`src/rtl/rpt_pkg.sv`:
```
`default_nettype none
// ----------------------------------------------------------------------------
// rpt_pkg: shared constants and types of the rectangle patch tiler
// Field widths, register indexes and the controller/datapath interface.
// ----------------------------------------------------------------------------
package rpt_pkg;

  localparam int COORD_BITS   = 16;
  localparam int LEN_BITS     = COORD_BITS - 1;
  localparam int OUT_BITS     = COORD_BITS + 1;
  localparam int ARITH_BITS   = COORD_BITS + 2;
  localparam int PSIZE_BITS   = 13;
  localparam int MAX_PATCHES  = 64;
  localparam int CNT_BITS     = $clog2(MAX_PATCHES + 1);
  localparam int DIV_CNT_BITS = $clog2(COORD_BITS);

  localparam int CFG_IDX_BITS = 2;
  localparam logic [CFG_IDX_BITS-1:0] CFG_PATCH_WIDTH  = 2'd0;
  localparam logic [CFG_IDX_BITS-1:0] CFG_PATCH_HEIGHT = 2'd1;
  localparam logic [CFG_IDX_BITS-1:0] CFG_TILING_MODE  = 2'd2;

  localparam logic MODE_GRID  = 1'b0;
  localparam logic MODE_TIGHT = 1'b1;

  localparam logic [PSIZE_BITS-1:0] PATCH_SIZE_RESET = 13'd256;

  typedef struct packed {
    logic load;
    logic div_start;
    logic div_sel_y;
    logic set_first_x;
    logic set_first_y;
    logic emit;
  } rpt_cmd_t;

  typedef struct packed {
    logic in_empty;
    logic div_done;
    logic out_free;
    logic last_patch;
  } rpt_sts_t;

endpackage
`default_nettype wire

```
`src/rtl/rpt_divider.sv`:
```
`default_nettype none
// ----------------------------------------------------------------------------
// rpt_divider: bit-serial remainder unit
// Restoring division of an unsigned magnitude by the patch size, one
// quotient bit per cycle; only the remainder is kept.
// ----------------------------------------------------------------------------
module rpt_divider
  import rpt_pkg::*;
(
  input  wire logic                  clk_i,
  input  wire logic                  rst_ni,
  input  wire logic                  start_i,
  input  wire logic [COORD_BITS-1:0] dividend_i,
  input  wire logic [PSIZE_BITS-1:0] divisor_i,
  output logic                       done_o,
  output logic [PSIZE_BITS-1:0]      rem_o
);

  logic                    active_q, active_d;
  logic                    done_q, done_d;
  logic [DIV_CNT_BITS-1:0] cnt_q, cnt_d;
  logic [COORD_BITS-1:0]   shift_q, shift_d;
  logic [PSIZE_BITS-1:0]   rem_q, rem_d;
  logic [PSIZE_BITS-1:0]   divisor_q, divisor_d;
  logic [PSIZE_BITS:0]     trial;
  logic [PSIZE_BITS:0]     diff;

  assign trial = {rem_q, shift_q[COORD_BITS-1]};
  assign diff  = trial - {1'b0, divisor_q};

  always_comb begin
    active_d  = active_q;
    done_d    = 1'b0;
    cnt_d     = cnt_q;
    shift_d   = shift_q;
    rem_d     = rem_q;
    divisor_d = divisor_q;
    if (start_i) begin
      active_d  = 1'b1;
      cnt_d     = DIV_CNT_BITS'(COORD_BITS - 1);
      shift_d   = dividend_i;
      rem_d     = '0;
      divisor_d = divisor_i;
    end else if (active_q) begin
      // remainder stays below the divisor, so it fits the patch size width
      rem_d   = (trial >= {1'b0, divisor_q}) ? diff[PSIZE_BITS-1:0]
                                             : trial[PSIZE_BITS-1:0];
      shift_d = {shift_q[COORD_BITS-2:0], 1'b0};
      cnt_d   = cnt_q - 1'b1;
      if (cnt_q == '0) begin
        active_d = 1'b0;
        done_d   = 1'b1;
      end
    end
  end

  always_ff @(posedge clk_i or negedge rst_ni) begin
    if (!rst_ni) begin
      active_q <= 1'b0;
      done_q   <= 1'b0;
      cnt_q    <= '0;
    end else begin
      active_q <= active_d;
      done_q   <= done_d;
      cnt_q    <= cnt_d;
    end
  end

  always_ff @(posedge clk_i) begin
    shift_q   <= shift_d;
    rem_q     <= rem_d;
    divisor_q <= divisor_d;
  end

  assign done_o = done_q;
  assign rem_o  = rem_q;

endmodule
`default_nettype wire

```
`src/rtl/rpt_ctrl.sv`:
```
`default_nettype none
// ----------------------------------------------------------------------------
// rpt_ctrl: sequencing state machine of the patch tiler
// Takes a rectangle, in grid mode runs the grid alignment divisions, then walks patches.
// ----------------------------------------------------------------------------
module rpt_ctrl
  import rpt_pkg::*;
(
  input  wire logic     clk_i,
  input  wire logic     rst_ni,
  input  wire logic     in_valid_i,
  input  wire logic     mode_i,
  input  wire rpt_sts_t sts_i,
  output logic          in_stall_o,
  output rpt_cmd_t      cmd_o
);

  localparam logic [2:0] S_IDLE   = 3'd0;
  localparam logic [2:0] S_XSTART = 3'd1;
  localparam logic [2:0] S_XWAIT  = 3'd2;
  localparam logic [2:0] S_YSTART = 3'd3;
  localparam logic [2:0] S_YWAIT  = 3'd4;
  localparam logic [2:0] S_EMIT   = 3'd5;

  logic [2:0] state_q, state_d;

  always_comb begin
    state_d = state_q;
    cmd_o   = '0;
    case (state_q)
      S_IDLE: begin
        if (in_valid_i) begin
          cmd_o.load = 1'b1;
          if (!sts_i.in_empty) begin
            state_d = (mode_i == MODE_TIGHT) ? S_EMIT : S_XSTART;
          end
        end
      end
      S_XSTART: begin
        cmd_o.div_start = 1'b1;
        state_d         = S_XWAIT;
      end
      S_XWAIT: begin
        if (sts_i.div_done) begin
          cmd_o.set_first_x = 1'b1;
          state_d           = S_YSTART;
        end
      end
      S_YSTART: begin
        cmd_o.div_start = 1'b1;
        cmd_o.div_sel_y = 1'b1;
        state_d         = S_YWAIT;
      end
      S_YWAIT: begin
        if (sts_i.div_done) begin
          cmd_o.set_first_y = 1'b1;
          state_d           = S_EMIT;
        end
      end
      S_EMIT: begin
        if (sts_i.out_free) begin
          cmd_o.emit = 1'b1;
          if (sts_i.last_patch) begin
            state_d = S_IDLE;
          end
        end
      end
      default: begin
        state_d = S_IDLE;
      end
    endcase
  end

  always_ff @(posedge clk_i or negedge rst_ni) begin
    if (!rst_ni) begin
      state_q <= S_IDLE;
    end else begin
      state_q <= state_d;
    end
  end

  assign in_stall_o = (state_q != S_IDLE);

endmodule
`default_nettype wire

```
`src/rtl/rpt_datapath.sv`:
```
`default_nettype none
// ----------------------------------------------------------------------------
// rpt_datapath: rectangle registers, patch walker and output register
// Holds the tile origins, clips each tile to the rectangle and drives
// the result channel.
// ----------------------------------------------------------------------------
module rpt_datapath
  import rpt_pkg::*;
(
  input  wire logic                         clk_i,
  input  wire logic                         rst_ni,
  input  wire rpt_cmd_t                     cmd_i,
  output rpt_sts_t                          sts_o,
  input  wire logic [PSIZE_BITS-1:0]        pw_i,
  input  wire logic [PSIZE_BITS-1:0]        ph_i,
  input  wire logic signed [COORD_BITS-1:0] rect_x_i,
  input  wire logic signed [COORD_BITS-1:0] rect_y_i,
  input  wire logic [LEN_BITS-1:0]          rect_width_i,
  input  wire logic [LEN_BITS-1:0]          rect_height_i,
  output logic                              out_valid_o,
  input  wire logic                         out_stall_i,
  output logic signed [OUT_BITS-1:0]        patch_x_o,
  output logic signed [OUT_BITS-1:0]        patch_y_o,
  output logic [PSIZE_BITS-1:0]             patch_w_o,
  output logic [PSIZE_BITS-1:0]             patch_h_o,
  output logic                              last_patch_o,
  output logic                              truncated_o
);

  localparam int PAD_C = ARITH_BITS - COORD_BITS;
  localparam int PAD_L = ARITH_BITS - LEN_BITS;
  localparam int PAD_P = ARITH_BITS - PSIZE_BITS;

  logic [COORD_BITS-1:0]          x_q, y_q;
  logic signed [ARITH_BITS-1:0]   end_x_q, end_y_q;
  logic signed [ARITH_BITS-1:0]   first_x_q;
  logic signed [ARITH_BITS-1:0]   org_x_q, org_y_q;
  logic [CNT_BITS-1:0]            cnt_q;

  logic                           out_valid_q;
  logic [OUT_BITS-1:0]            patch_x_q, patch_y_q;
  logic [PSIZE_BITS-1:0]          patch_w_q, patch_h_q;
  logic                           last_q, trunc_q;

  logic signed [ARITH_BITS-1:0]   in_x_ext, in_y_ext;
  logic signed [ARITH_BITS-1:0]   x_ext, y_ext;
  logic signed [ARITH_BITS-1:0]   pw_ext, ph_ext;
  logic [COORD_BITS-1:0]          mag_x, mag_y;
  logic                           div_done;
  logic [PSIZE_BITS-1:0]          div_rem;
  logic [PSIZE_BITS-1:0]          mod_x, mod_y;
  logic signed [ARITH_BITS-1:0]   org_x_next, org_y_next;
  logic signed [ARITH_BITS-1:0]   lo_x, lo_y, hi_x, hi_y;
  logic signed [ARITH_BITS-1:0]   size_x, size_y;
  logic                           col_end, row_end, final_tile, cnt_last, last_now;
  logic                           out_free;

  assign in_x_ext = $signed({{PAD_C{rect_x_i[COORD_BITS-1]}}, rect_x_i});
  assign in_y_ext = $signed({{PAD_C{rect_y_i[COORD_BITS-1]}}, rect_y_i});
  assign x_ext    = $signed({{PAD_C{x_q[COORD_BITS-1]}}, x_q});
  assign y_ext    = $signed({{PAD_C{y_q[COORD_BITS-1]}}, y_q});
  assign pw_ext   = $signed({{PAD_P{1'b0}}, pw_i});
  assign ph_ext   = $signed({{PAD_P{1'b0}}, ph_i});

  // magnitudes for the divider; the most negative value maps to its own pattern
  assign mag_x = x_q[COORD_BITS-1] ? (~x_q + 1'b1) : x_q;
  assign mag_y = y_q[COORD_BITS-1] ? (~y_q + 1'b1) : y_q;

  rpt_divider u_divider (
    .clk_i      (clk_i),
    .rst_ni     (rst_ni),
    .start_i    (cmd_i.div_start),
    .dividend_i (cmd_i.div_sel_y ? mag_y : mag_x),
    .divisor_i  (cmd_i.div_sel_y ? ph_i : pw_i),
    .done_o     (div_done),
    .rem_o      (div_rem)
  );

  // floor modulo: negative coordinates with a remainder wrap to p - rem
  assign mod_x = (x_q[COORD_BITS-1] && div_rem != '0) ? (pw_i - div_rem) : div_rem;
  assign mod_y = (y_q[COORD_BITS-1] && div_rem != '0) ? (ph_i - div_rem) : div_rem;

  assign org_x_next = org_x_q + pw_ext;
  assign org_y_next = org_y_q + ph_ext;
  assign col_end    = (org_x_next >= end_x_q);
  assign row_end    = (org_y_next >= end_y_q);

  assign lo_x   = (org_x_q > x_ext) ? org_x_q : x_ext;
  assign lo_y   = (org_y_q > y_ext) ? org_y_q : y_ext;
  assign hi_x   = (org_x_next < end_x_q) ? org_x_next : end_x_q;
  assign hi_y   = (org_y_next < end_y_q) ? org_y_next : end_y_q;
  assign size_x = hi_x - lo_x;
  assign size_y = hi_y - lo_y;

  assign final_tile = col_end && row_end;
  assign cnt_last   = (cnt_q == CNT_BITS'(MAX_PATCHES - 1));
  assign last_now   = final_tile || cnt_last;

  assign out_free = !out_valid_q || !out_stall_i;

  always_ff @(posedge clk_i or negedge rst_ni) begin
    if (!rst_ni) begin
      out_valid_q <= 1'b0;
      cnt_q       <= '0;
    end else begin
      if (cmd_i.emit) begin
        out_valid_q <= 1'b1;
      end else if (!out_stall_i) begin
        out_valid_q <= 1'b0;
      end
      if (cmd_i.load) begin
        cnt_q <= '0;
      end else if (cmd_i.emit) begin
        cnt_q <= cnt_q + 1'b1;
      end
    end
  end

  always_ff @(posedge clk_i) begin
    if (cmd_i.load) begin
      x_q       <= rect_x_i;
      y_q       <= rect_y_i;
      end_x_q   <= in_x_ext + $signed({{PAD_L{1'b0}}, rect_width_i});
      end_y_q   <= in_y_ext + $signed({{PAD_L{1'b0}}, rect_height_i});
      first_x_q <= in_x_ext;
      org_x_q   <= in_x_ext;
      org_y_q   <= in_y_ext;
    end
    if (cmd_i.set_first_x) begin
      first_x_q <= x_ext - $signed({{PAD_P{1'b0}}, mod_x});
      org_x_q   <= x_ext - $signed({{PAD_P{1'b0}}, mod_x});
    end
    if (cmd_i.set_first_y) begin
      org_y_q <= y_ext - $signed({{PAD_P{1'b0}}, mod_y});
    end
    if (cmd_i.emit) begin
      patch_x_q <= lo_x[OUT_BITS-1:0];
      patch_y_q <= lo_y[OUT_BITS-1:0];
      patch_w_q <= size_x[PSIZE_BITS-1:0];
      patch_h_q <= size_y[PSIZE_BITS-1:0];
      last_q    <= last_now;
      trunc_q   <= cnt_last && !final_tile;
      // step along the row, wrap to the next row at the right edge
      if (col_end) begin
        org_x_q <= first_x_q;
        org_y_q <= org_y_next;
      end else begin
        org_x_q <= org_x_next;
      end
    end
  end

  always_comb begin
    sts_o            = '0;
    sts_o.in_empty   = (rect_width_i == '0) || (rect_height_i == '0);
    sts_o.div_done   = div_done;
    sts_o.out_free   = out_free;
    sts_o.last_patch = last_now;
  end

  assign out_valid_o  = out_valid_q;
  assign patch_x_o    = $signed(patch_x_q);
  assign patch_y_o    = $signed(patch_y_q);
  assign patch_w_o    = patch_w_q;
  assign patch_h_o    = patch_h_q;
  assign last_patch_o = last_q;
  assign truncated_o  = trunc_q;

endmodule
`default_nettype wire

```
`src/rtl/rect_patch_tiler_top.sv`:
```
`default_nettype none
// ----------------------------------------------------------------------------
// rect_patch_tiler_top: splits a rectangle into covering patches
// A rectangle item enters on the input channel (valid/stall); the covering
// patches leave on the result channel (valid/stall), row by row, top to
// bottom and left to right, the final one flagged by last_patch_o and, if
// the emit limit of 64 cut the list short, by truncated_o.
// Patch size and tiling mode are written through the cfg channel (valid/
// ready, ready always high) only while the block is idle: the user is bound
// to this, the block itself does not enforce it. In tight mode the block
// goes straight from the taken item to the patch walk; in grid mode the two
// origin alignments first run, one after the other, on one bit-serial
// remainder unit. Then one patch per cycle while the result channel does
// not stall, up to 64 per item. An empty rectangle is taken and gives
// nothing.
// The input stalls while a rectangle is in work; a result stall holds the
// output register and the patch walk waits. A new rectangle is taken while
// the last patch of the previous one still waits to leave.
// Reset empties the output register, returns to idle and loads the patch
// size 256 x 256 in grid mode.
// ----------------------------------------------------------------------------
module rect_patch_tiler_top
  import rpt_pkg::*;
(
  input  wire logic                         clk_i,
  input  wire logic                         rst_ni,
  input  wire logic                         cfg_valid_i,
  output logic                              cfg_ready_o,
  input  wire logic [CFG_IDX_BITS-1:0]      cfg_index_i,
  input  wire logic [PSIZE_BITS-1:0]        cfg_data_i,
  input  wire logic                         in_valid_i,
  output logic                              in_stall_o,
  input  wire logic signed [COORD_BITS-1:0] rect_x_i,
  input  wire logic signed [COORD_BITS-1:0] rect_y_i,
  input  wire logic [LEN_BITS-1:0]          rect_width_i,
  input  wire logic [LEN_BITS-1:0]          rect_height_i,
  output logic                              out_valid_o,
  input  wire logic                         out_stall_i,
  output logic signed [OUT_BITS-1:0]        patch_x_o,
  output logic signed [OUT_BITS-1:0]        patch_y_o,
  output logic [PSIZE_BITS-1:0]             patch_w_o,
  output logic [PSIZE_BITS-1:0]             patch_h_o,
  output logic                              last_patch_o,
  output logic                              truncated_o
);

  logic [PSIZE_BITS-1:0] pw_q, ph_q;
  logic                  mode_q;
  logic [PSIZE_BITS-1:0] pw_eff, ph_eff;
  rpt_cmd_t              cmd;
  rpt_sts_t              sts;

  assign cfg_ready_o = 1'b1;

  always_ff @(posedge clk_i or negedge rst_ni) begin
    if (!rst_ni) begin
      pw_q   <= PATCH_SIZE_RESET;
      ph_q   <= PATCH_SIZE_RESET;
      mode_q <= MODE_GRID;
    end else if (cfg_valid_i) begin
      case (cfg_index_i)
        CFG_PATCH_WIDTH:  pw_q   <= cfg_data_i;
        CFG_PATCH_HEIGHT: ph_q   <= cfg_data_i;
        CFG_TILING_MODE:  mode_q <= cfg_data_i[0];
        default: begin
        end
      endcase
    end
  end

  // a zero patch size acts as one pixel
  assign pw_eff = (pw_q == '0) ? PSIZE_BITS'(1) : pw_q;
  assign ph_eff = (ph_q == '0) ? PSIZE_BITS'(1) : ph_q;

  rpt_ctrl u_ctrl (
    .clk_i      (clk_i),
    .rst_ni     (rst_ni),
    .in_valid_i (in_valid_i),
    .mode_i     (mode_q),
    .sts_i      (sts),
    .in_stall_o (in_stall_o),
    .cmd_o      (cmd)
  );

  rpt_datapath u_datapath (
    .clk_i         (clk_i),
    .rst_ni        (rst_ni),
    .cmd_i         (cmd),
    .sts_o         (sts),
    .pw_i          (pw_eff),
    .ph_i          (ph_eff),
    .rect_x_i      (rect_x_i),
    .rect_y_i      (rect_y_i),
    .rect_width_i  (rect_width_i),
    .rect_height_i (rect_height_i),
    .out_valid_o   (out_valid_o),
    .out_stall_i   (out_stall_i),
    .patch_x_o     (patch_x_o),
    .patch_y_o     (patch_y_o),
    .patch_w_o     (patch_w_o),
    .patch_h_o     (patch_h_o),
    .last_patch_o  (last_patch_o),
    .truncated_o   (truncated_o)
  );

endmodule
`default_nettype wire

```
`config.mk`:
```
export PLATFORM = sky130hd
export DESIGN_NAME = rect_patch_tiler_top
export DESIGN_NICKNAME = d
export VERILOG_FILES = /design/src/rtl/rpt_pkg.sv /design/src/rtl/rpt_divider.sv /design/src/rtl/rpt_ctrl.sv /design/src/rtl/rpt_datapath.sv /design/src/rtl/rect_patch_tiler_top.sv
export SDC_FILE = /design/constraint.sdc
export NUM_CORES = 1
export LEC_CHECK = 0
export BUFFER_PORTS_ARGS = -buffer_cell sky130_fd_sc_hd__clkbuf_2
export CORE_MARGIN = 10
export CORE_UTILIZATION = 53
export DETAILED_ROUTE_END_ITERATION = 8
export PLACE_DENSITY_LB_ADDON = 0.1
export SYNTH_ARGS = -nofsm -noshare
export SYNTH_HDL_FRONTEND = slang
export SYNTH_SLANG_ARGS = --single-unit
```
`constraint.sdc`:
```
create_clock -name clk_i -period 21.3 [get_ports clk_i]
set_input_delay 2.13 -clock clk_i [delete_from_list [all_inputs] [get_ports clk_i]]
set_output_delay 2.13 -clock clk_i [all_outputs]
set_load 0.03 [all_outputs]
```
==> metrics.md <==
| Metric | Value |
|---|---|
| Status | `finished, final reports clean` |
| Dpl ws | `13.58 ns` |
| Number of CTS-inserted buffers | `34` |
| GR Overflow Total | `0` |
| Total power | `1.54 mW` |
| Max Transition Viols Final | `0` |
| Leakage power | `roughly 9.6 nW` |
| Final setup fails | `0` |
| Port Buf Inserts | `around 150` |
| Max FO, Critical Path | `25` |
| Final Hold Viols | `0` |
| Top Ports | `147` |
| Total Wirelength | `63,900 um` |
| Die Wd | `about 220 um` |
| Worst EP arrival | `8.25 ns` |
| Final min period | `~8 ns` |
| Crit path buf inv count | `2` |
| Power per Cell Area | `67.7 nW/um^2` |
| Htree depth | `2` |
| First-pass GRT wire length | `around 100,000 um` |
| Hold crit path type | `reg -> reg` |
| Starting Density | `0.534` |
| Die area | `roughly 47,000 um^2` |
| Biggest cell delay along the critical path | `0.64 ns` |
| Worst EP required | `21.58 ns` |
| Ys flop type | `edfxtp_1` |
| Final WS setup | `~13 ns` |
| Worst setup SP type | `flip-flop` |
| FF+latch count, synth | `267` |
| DRT Pass-1 Iters | `5` |
| Worst-path clk slew | `0.06 ns` |
| Register area | `7490 um^2` |
| Number of synthesized flops with an enable pin | `approximately 190` |
| Routed len/inst | `22.0 um` |
| Post-CTS sizing | `0` |
| Vias per cell | `6.06` |
| Clock Path Buffers | `3` |
| Layout net count | `2,664` |
| Largest net degree at the start of global routing | `60` |
| Leading post-synthesis cells by cell area | `edfxtp_1, ha_1, dfrtp_1, xnor2_1, mux2_2` |
| F_max | `125 MHz` |
| DRT iter0 DRCs | `1,441` |
| Kind of critical path | `reg -> reg` |
| Commonest cells in the netlist | `nand2_1, ha_1, edfxtp_1` |
| Maximum VDD drop | `0.0497 mV` |
| Placed insts | `2,838` |
| Max Cap Viol | `0` |
| Max_slew headroom | `0.215` |
| GPL Wtd Cong | `0.954` |
| Number of global-route vias before repair | `16,777` |
| Master of the slowest instance on the critical path | `a2111oi_0` |
| Synth top area share | `0.281` |
| DRT antenna net count | `0` |
| Cells after Synth | `2,244` |
| FFs w/ async S/R, synth | `0.165` |
| CTS Hold Bufs | `0` |
| Cell mode on critical path | `ha_1` |
| Share of layout cells above drive strength 1 | `0.142` |
| Mapped cell area | `20,500 um^2` |
| CP top delay family | `compound AO/OA/AOI/OAI gates` |
| Mapped Avg Cell Area | `9.15 um^2` |
| Area occupied by multi-input gates | `around 12,000 um^2` |
| Number of synthesis warnings | `0` |
| Detailed placement HPWL | `around 50,000 um` |
| Period Utilization, post-route | `0.374` |
| Drc violations | `0` |
| R2r setup slk | `13.33 ns` |
| Core Region | `38,500 um^2` |
| Fin Setup TNS | `0 ns` |
| Initial antenna violation count | `1` |
| CP Capture Type | `flip-flop` |
| Area delta synth->final | `11.0%` |
| Post-CTS setup buffer count | `0` |
| CTS tree | `yes` |
| Fill count | `~3,400` |
| CTS Root Cell | `clkbuf_16` |
| Die H | `217 um` |
| Hold WS | `around 0.51 ns` |
| Slew @ Worst Pin | `~1.2 ns` |
| Post-synthesis sequential area ratio | `0.365` |
| Total number of vias | `17,584` |
| Rows | `72` |
| # clock sinks | `267` |
| Count leader, synth | `nand2_1` |
| Syn Nets | `2,552` |
| Gr usage total | `0.262` |
| Worst-Skew Late Latency | `between 0.5 and 0.6 ns` |
| Non-Filler Instances | `2,900` |
| Yosys cell types | `81` |
| RSZ-0062 raised after global routing | `false` |
| Largest area contributor in the netlist | `edfxtp_1` |
| Clock Skew | `0.0217 ns` |
## layout by cell type, fill, tap and decap left out, types with 12 or more instances in the layout
cell,synthesis,layout
edfxtp_1,192,192
a31oi_1,18,18
inv_1,182,181
xor2_1,30,30
nand4_1,27,27
clkbuf_2,0,145
mux2_2,84,84
dfxtp_1,31,31
o31ai_1,13,13
a21o_1,38,38
nand2b_1,23,23
o21ai_0,127,126
or3_1,22,22
dfrtp_1,42,42
nor2_1,180,180
ha_1,219,219
or2_2,12,12
buf_4,4,20
nor4_1,28,28
a211oi_1,29,29
nand3_1,37,37
clkbuf_16,0,34
nand2_1,222,222
o21a_1,28,28
nor3_1,56,56
xnor2_1,116,116
nor2b_1,21,21
a21oi_1,165,165
and3_1,20,20
## sequential cells by signal, indices dropped and copies added, names as in the netlist, 3 cells and up
| name | flops |
|---|---|
| u_datapath.org_y_q | 18 |
| u_datapath.patch_y_o | 17 |
| u_datapath.u_divider.cnt_q | 4 |
| ph_q | 13 |
| u_datapath.end_y_q | 17 |
| u_datapath.end_x_q | 17 |
| u_datapath.org_x_q | 18 |
| u_datapath.first_x_q | 17 |
| u_ctrl.state_q | 3 |
| u_datapath.patch_w_o | 13 |
| u_datapath.cnt_q | 7 |
| u_datapath.u_divider.rem_o | 13 |
| u_datapath.patch_h_o | 13 |
| u_datapath.x_q | 16 |
| u_datapath.u_divider.divisor_q | 13 |
| pw_q | 13 |
| u_datapath.y_q | 16 |
| u_datapath.u_divider.shift_q | 16 |
| u_datapath.patch_x_o | 17 |
## through the flow
stage          cell area, um^2  utilization
2_1_floorplan            20500            -
3_3_place_gp             21700        0.564
3_5_place_dp             21700        0.564
4_1_cts                  22800        0.593
5_1_grt                  22800        0.593
6_report                 22800        0.593
## power breakdown
part | switching, mW | total [mW] | internal [mW]
combinational | 0.219 | 0.376 | 0.157
clock | 0.238 | 0.578 | 0.340
sequential | 0.0191 | 0.591 | 0.572
## routing by layer
layer / global-route usage / wire, um
met4: 0.0729 / 1460
met1: 0.345 / 27900
met2: 0.439 / 30500
met3: 0.0415 / 4070
met5: 0 / 0
## worst paths after layout
path	start	end	cells past startpoint
max	ph_q[1]	u_datapath.patch_h_o[12]	29
min	pw_q[0]	pw_q[0]	1
max reg2reg	ph_q[1]	u_datapath.patch_h_o[12]	29
min reg2reg	pw_q[0]	pw_q[0]	1
max in group asynchronous	rst_ni	u_datapath.cnt_q[3]	2
min in group asynchronous	rst_ni	u_datapath.u_divider.active_q	2
## final cells by class
cell class / count / area share
sequential: 267 / 0.328
clock inverter: 18 / 0.00823
antenna: 1 / 0.000110
inverter: 183 / 0.0303
multi-input combinational: 1705 / 0.526
clock buffer: 43 / 0.0397
tap: 518 / 0.0284
timing repair buffer: 165 / 0.0384
## worst reg2reg max path: cells and delay by family (launching register included)
family,cells,cell delay (ns)
and+or+nand+nor,5,1.08
adders and majority gates,5,1.41
xor gates and xnor gates,3,0.52
AOI/OAI and AO/OA,12,3.30
buffers and inverters,2,0.38
muxes,2,0.41
DFF,1,0.59
## cells by family (layout without fill, tap and decap cells)
kind of cell / count (synthesis) / in the layout / share of synthesized area
compound gates: 548 / 548 / 0.170
xor+xnor: 147 / 147 / 0.0633
fa+ha+maj: 231 / 231 / 0.143
buf+inv: 272 / 409 / 0.0516
flops: 267 / 267 / 0.365
mux: 94 / 94 / 0.0509
other cells: 1 / 2 / 0.000183
simple gates: 684 / 684 / 0.156
(Power assumes the default switching activity.)
